[src/rtl/csa_pkg.sv]
// ----------------------------------------------------------------------------
// csa_pkg: shared types and constants of the connection slot allocator
// Table sizes, opcode and status codes, queue and memory entry layouts.
// ----------------------------------------------------------------------------
`default_nettype none

package csa_pkg;

  localparam int SLOTS    = 64;
  localparam int FD_SPACE = 1024;
  localparam int SLOT_W   = 6;
  localparam int FD_W     = 10;
  localparam int EV_W     = 16;
  localparam int CNT_W    = 7;

  // raw opcode values on the request channel
  localparam logic [2:0] OPC_RELEASE = 3'd4;

  // result status codes
  localparam logic [1:0] ST_DONE = 2'd0;
  localparam logic [1:0] ST_NONE = 2'd1;
  localparam logic [1:0] ST_FULL = 2'd2;
  localparam logic [1:0] ST_BAD  = 2'd3;

  typedef enum logic [2:0] {
    OP_ACQUIRE = 3'd0,
    OP_RECYCLE = 3'd1,
    OP_PARK    = 3'd2,
    OP_RESUME  = 3'd3,
    OP_RELEASE = 3'd4,
    OP_BAD     = 3'd5
  } op_t;

  typedef struct packed {
    op_t               op;
    logic [FD_W-1:0]   fd;
    logic [EV_W-1:0]   ev;
    logic [SLOT_W-1:0] sidx;
  } cmd_t;

  typedef struct packed {
    logic valid;
    cmd_t cmd;
  } cmd_req_t;

  // per-descriptor entry: owner slot and parked events
  typedef struct packed {
    logic              ov;
    logic [SLOT_W-1:0] oi;
    logic              pv;
    logic [EV_W-1:0]   pe;
  } map_ent_t;

  // per-slot entry: owner descriptor and armed events
  typedef struct packed {
    logic [FD_W-1:0] fd;
    logic [EV_W-1:0] ev;
  } slot_ent_t;

endpackage

`default_nettype wire

[src/rtl/csa_in_if.sv]
// ----------------------------------------------------------------------------
// csa_in_if: request channel
// Valid/ready handshake carrying one allocator request.
// ----------------------------------------------------------------------------
`default_nettype none

interface csa_in_if;
  logic        valid;
  logic        ready;
  logic [2:0]  opcode;
  logic [9:0]  descriptor;
  logic [15:0] event_mask;
  logic [5:0]  slot_index;

  modport source (output valid, opcode, descriptor, event_mask, slot_index, input ready);
  modport sink   (input valid, opcode, descriptor, event_mask, slot_index, output ready);
endinterface

`default_nettype wire

[src/rtl/csa_front.sv]
// ----------------------------------------------------------------------------
// csa_front: request intake
// Decodes the opcode and holds requests in a two-entry queue for the back end.
// ----------------------------------------------------------------------------
`default_nettype none

module csa_front (
  input  wire               clk,
  input  wire               rst_n,
  csa_in_if.sink            in_ch,
  output csa_pkg::cmd_req_t pop_req,
  input  wire               pop_ready
);

  csa_pkg::cmd_t q_r [2];
  logic          wp_r, wp_nxt;
  logic          rp_r, rp_nxt;
  logic [1:0]    cnt_r, cnt_nxt;
  csa_pkg::cmd_t dec;
  logic          push, pop;

  // opcode classification
  always_comb begin
    dec.fd   = in_ch.descriptor;
    dec.ev   = in_ch.event_mask;
    dec.sidx = in_ch.slot_index;
    if (in_ch.opcode <= csa_pkg::OPC_RELEASE) begin
      dec.op = csa_pkg::op_t'(in_ch.opcode);
    end else begin
      dec.op = csa_pkg::OP_BAD;
    end
  end

  assign in_ch.ready = (cnt_r != 2'd2);
  assign push        = in_ch.valid && in_ch.ready;
  assign pop_req     = '{valid: (cnt_r != 2'd0), cmd: q_r[rp_r]};
  assign pop         = pop_req.valid && pop_ready;

  // queue pointers
  always_comb begin
    wp_nxt  = push ? ~wp_r : wp_r;
    rp_nxt  = pop ? ~rp_r : rp_r;
    cnt_nxt = cnt_r + {1'b0, push} - {1'b0, pop};
  end

  always_ff @(posedge clk) begin
    if (!rst_n) begin
      wp_r  <= 1'b0;
      rp_r  <= 1'b0;
      cnt_r <= 2'd0;
    end else begin
      wp_r  <= wp_nxt;
      rp_r  <= rp_nxt;
      cnt_r <= cnt_nxt;
    end
  end

  // queue storage
  always_ff @(posedge clk) begin
    if (push) begin
      q_r[wp_r] <= dec;
    end
  end

endmodule

`default_nettype wire

[src/flat_wrapper.sv]
// flat-port wrapper written by rule: the top's interface ports become plain ports
module csa_front_flat 
  (clk, rst_n, pop_req, pop_ready, in_ch_valid, in_ch_opcode, in_ch_descriptor, in_ch_event_mask, in_ch_slot_index, in_ch_ready);
  csa_in_if in_ch_i ();
  input  wire clk;
  input  wire rst_n;
  output csa_pkg::cmd_req_t pop_req;
  input  wire pop_ready;
  input wire logic [$bits(in_ch_i.valid)-1:0] in_ch_valid;
  input wire logic [$bits(in_ch_i.opcode)-1:0] in_ch_opcode;
  input wire logic [$bits(in_ch_i.descriptor)-1:0] in_ch_descriptor;
  input wire logic [$bits(in_ch_i.event_mask)-1:0] in_ch_event_mask;
  input wire logic [$bits(in_ch_i.slot_index)-1:0] in_ch_slot_index;
  output wire logic [$bits(in_ch_i.ready)-1:0] in_ch_ready;
  assign in_ch_i.valid = in_ch_valid;
  assign in_ch_i.opcode = in_ch_opcode;
  assign in_ch_i.descriptor = in_ch_descriptor;
  assign in_ch_i.event_mask = in_ch_event_mask;
  assign in_ch_i.slot_index = in_ch_slot_index;
  assign in_ch_ready = in_ch_i.ready;
  csa_front u_core (.clk(clk), .rst_n(rst_n), .in_ch(in_ch_i), .pop_req(pop_req), .pop_ready(pop_ready));
endmodule
[config.mk]
export PLATFORM = sky130hd
export DESIGN_NAME = csa_front_flat
export DESIGN_NICKNAME = d
export VERILOG_FILES = /design/src/rtl/csa_pkg.sv /design/src/rtl/csa_in_if.sv /design/src/rtl/csa_front.sv /design/src/flat_wrapper.sv
export SDC_FILE = /design/constraint.sdc
export NUM_CORES = 1
export LEC_CHECK = 0
export BUFFER_PORTS_ARGS = -buffer_cell sky130_fd_sc_hd__buf_2
export CORE_MARGIN = 2
export CORE_UTILIZATION = 47
export CTS_CLUSTER_DIAMETER = 100
export DETAILED_ROUTE_END_ITERATION = 6
export GPL_TIMING_DRIVEN = 0
export HOLD_SLACK_MARGIN = 0.03
export PLACE_DENSITY = 0.85
export SYNTH_ARGS = -nofsm -noshare
export SYNTH_HDL_FRONTEND = slang
export SYNTH_SLANG_ARGS = --single-unit
[constraint.sdc]
create_clock -name clk -period 2.45 [get_ports clk]
set_input_delay 0 -clock clk [delete_from_list [all_inputs] [get_ports clk]]
set_output_delay 0 -clock clk [all_outputs]
set_load 0.05 [all_outputs]
==> impl_metrics.json <==
{
  "status": "completed",
  "cp_slowest_cell": "dlygate4sd3_1",
  "netSwitchingPower_mw": 1.68,
  "yosysTopAreaCell": "edfxtp_1",
  "whs_ns": 0.0402,
  "layout-drive-gt1-share": 0.494,
  "finalCritPeriodShare": 0.799,
  "crit_top_cell": "dlygate4sd3_1",
  "final_antenna_net_count": 0,
  "hpwlAfterDp_mm": 2.94,
  "synth_xor_xnor_area_share": 0.00892,
  "dieWidth_microns": 83.1,
  "cts_resized": 0,
  "muxShareOfSynthArea": 0.172,
  "p_leak_nw": 1.59,
  "synth_top_family_by_area": "multiplexers",
  "power.share.switching": 0.385,
  "diodes": 0,
  "grt_util_all_layers": 0.157,
  "clk_pin_slew_ns": 0.07,
  "avgRoutedWirePerCell_microns": 15.1,
  "worst_slack_ns": 0.492,
  "powerDensity_nw_per_um2": 1090,
  "numPortBuffers": 75,
  "power.total_mw": 4.35,
  "cts_tree": "yes",
  "utilization": 0.666,
  "finalHoldViolCount": 0,
  "required_ns": 2.68,
  "fill_cells": 372,
  "clock_power_share": 0.173,
  "intPower_mw": 2.68,
  "grt_pass1_wl_mm": 8.31,
  "grt_pass1_vias": 1785,
  "via_count": 1632,
  "max_stage_delay_ns": 0.56,
  "synth_area_per_cell_sq_um": 21.5,
  "layout-area-overhead-vs-synth_pct": 35.5,
  "final_area_sq_um": 3990,
  "max-cap-violations": 0,
  "netlist_area_sq_um": 2940,
  "end_kind": "register",
  "worst_pin_slew_ns": 0.833,
  "synth_nets": 178,
  "comb_power_share": 0.438,
  "syn_inst": 137,
  "crit_arrival_ns": 2.18,
  "dp_slack_ns": 0.756,
  "routabilityCongestion": 0.632,
  "cts_buffers": 9,
  "synthAdderAreaFrac": 0.00850,
  "seq_area_sq_um": 2200,
  "path_cells": "nand2b_2 -> nand4b_1 -> dlygate4sd3_1 -> o21ai_1 -> dlygate4sd3_1",
  "start_kind": "register",
  "grt_overflow": 0,
  "synth-compound-area-share": 0.00722,
  "grt_setup_unrepaired": "false",
  "final_nets": 304,
  "setup_viol": 0,
  "antenna_found_initial": 0,
  "critPathKind": "register to register",
  "placed_cell_area_sq_um": 3450,
  "die_area_sq_um": 6910,
  "clk_latency_ns": 0.34,
  "wl_mm": 5.15,
  "critPathTopFamily": "buffers and inverters",
  "ys_warn_count": 0,
  "worst-path-buf-inv": 2,
  "finClkSkew_ns": 0.00812,
  "critPathMaxFanout": 4,
  "coreArea_sq_um": 5990,
  "initial_core_util": 0.491,
  "multiInputGateArea_sq_um": 668,
  "seq_area_frac_synth": 0.748,
  "layout.cells.most_common": "buf_2",
  "die_h_microns": 83.1,
  "max_freq_ghz": 0.511,
  "grt_max_degree": 36,
  "finalCriticalPeriod_ns": 1.96,
  "ys_ff_latch": 75,
  "cts_root_buf": "clkbuf_8",
  "p_seq_frac": 0.389,
  "report.final.slew_viol_count": 0,
  "hold_class": "input port to register",
  "clock_sinks": 75,
  "firstDrtPassIters": 3,
  "synth-simple-area-share": 0.0272,
  "yosys-top-cells-area": "edfxtp_1, mux2_4, dfxtp_1, buf_12, mux2_2",
  "final_cells": 342,
  "num_rows": 28,
  "post_cts_buffers": 0,
  "tns_ns": 0,
  "cts_buffer_depth": 2,
  "ioPinCount": 76,
  "vias_per_cell": 4.77,
  "slew-limit-headroom": 0.445,
  "ir_drop_mv": 0.812,
  "netlist.area_leader.share": 0.714,
  "dp_cells": 288,
  "layout_common_cells": "buf_2, edfxtp_1, dlygate4sd3_1",
  "drc_errors": 0,
  "cts_max_level": 3,
  "ys_types": 21,
  "drt_iter0_drc": 71
}
## power by group through the flow
| stage | logic [mW] | clock network, mW | registers, mW |
|---|---|---|---|
| CTS | 1.90 | 0.770 | 1.69 |
| global placement | 1.80 | 0 | 1.71 |
| global route | 1.99 | 0.822 | 1.71 |
| floorplan | 1.51 | 0 | 1.70 |
| detailed placement | 1.84 | 0 | 1.72 |
| finish | 1.91 | 0.751 | 1.69 |
## layout make-up
| type | count | area share |
|---|---|---|
| clock buffer | 10 | 0.0320 |
| multi-input combinational | 55 | 0.168 |
| tap | 75 | 0.0235 |
| sequential | 75 | 0.552 |
| timing repair buffer | 115 | 0.199 |
| inverter | 2 | 0.00188 |
| clock inverter | 5 | 0.00533 |
| buffer | 5 | 0.0188 |
## cell families after synthesis
| group | count (synthesis) |
|---|---|
| multiplexers | 35 |
| XOR/XNOR | 3 |
| AO/OA/AOI/OAI | 3 |
| buffers and inverters | 7 |
| AND/OR/NAND/NOR | 12 |
| flip-flops | 75 |
| adder cells (fa/ha/maj) | 2 |
## sequential cells by signal, summed over array words and instances (netlist names), named ones only
name / flops
u_core.q_r: 70
u_core.cnt_r: 2
u_core.rp_r: 1
u_core.wp_r: 1
## worst reg2reg max path, cell delays in order, from the launching register on
cell	delay, ns
dfxtp_1	0.35
nand2b_2	0.23
nand4b_1	0.11
dlygate4sd3_1	0.55
o21ai_1	0.05
dlygate4sd3_1	0.56
## Yosys cell counts
cell and n:
buf_6 1, nand2b_2 1, inv_1 2, a21o_1 1
mux2_4 30, mux2_2 5, buf_12 3, xnor2_1 3
or2_2 1, dfxtp_1 5, and2_4 1, and2_1 2
o21a_2 1, o21ai_1 1, edfxtp_1 70, nand2_1 1
clkbuf_1 1, and3_1 1, nand4b_1 1, ha_1 2
nor2b_1 4
## repair_timing
item / 4_1_cts / 5_1_grt
hold endpoints to repair: 75 / 0
hold buffers: 39 / 0
endpoints found under the setup margin: 0 / 0
## worst paths after layout
check	start	depth (start not counted)	end	slack, ns
min	in_ch_opcode[1]	2	u_core.q_r[0][33]	0.04
max	u_core.cnt_r[0]	5	u_core.wp_r	0.49
max reg2reg	u_core.cnt_r[0]	5	u_core.wp_r	0.49
min reg2reg	u_core.rp_r	2	u_core.rp_r	0.56
## routing by layer
| metal | vias up | global-route usage | wire [microns] |
|---|---|---|---|
| met5 | - | 0 | 0 |
| met4 | 0 | 0.0760 | 116 |
| met2 | 64 | 0.277 | 2610 |
| li1 | 774 | - | - |
| met1 | 783 | 0.176 | 2140 |
| met3 | 11 | 0.0408 | 283 |
Power figures use the tool's default switching activity.
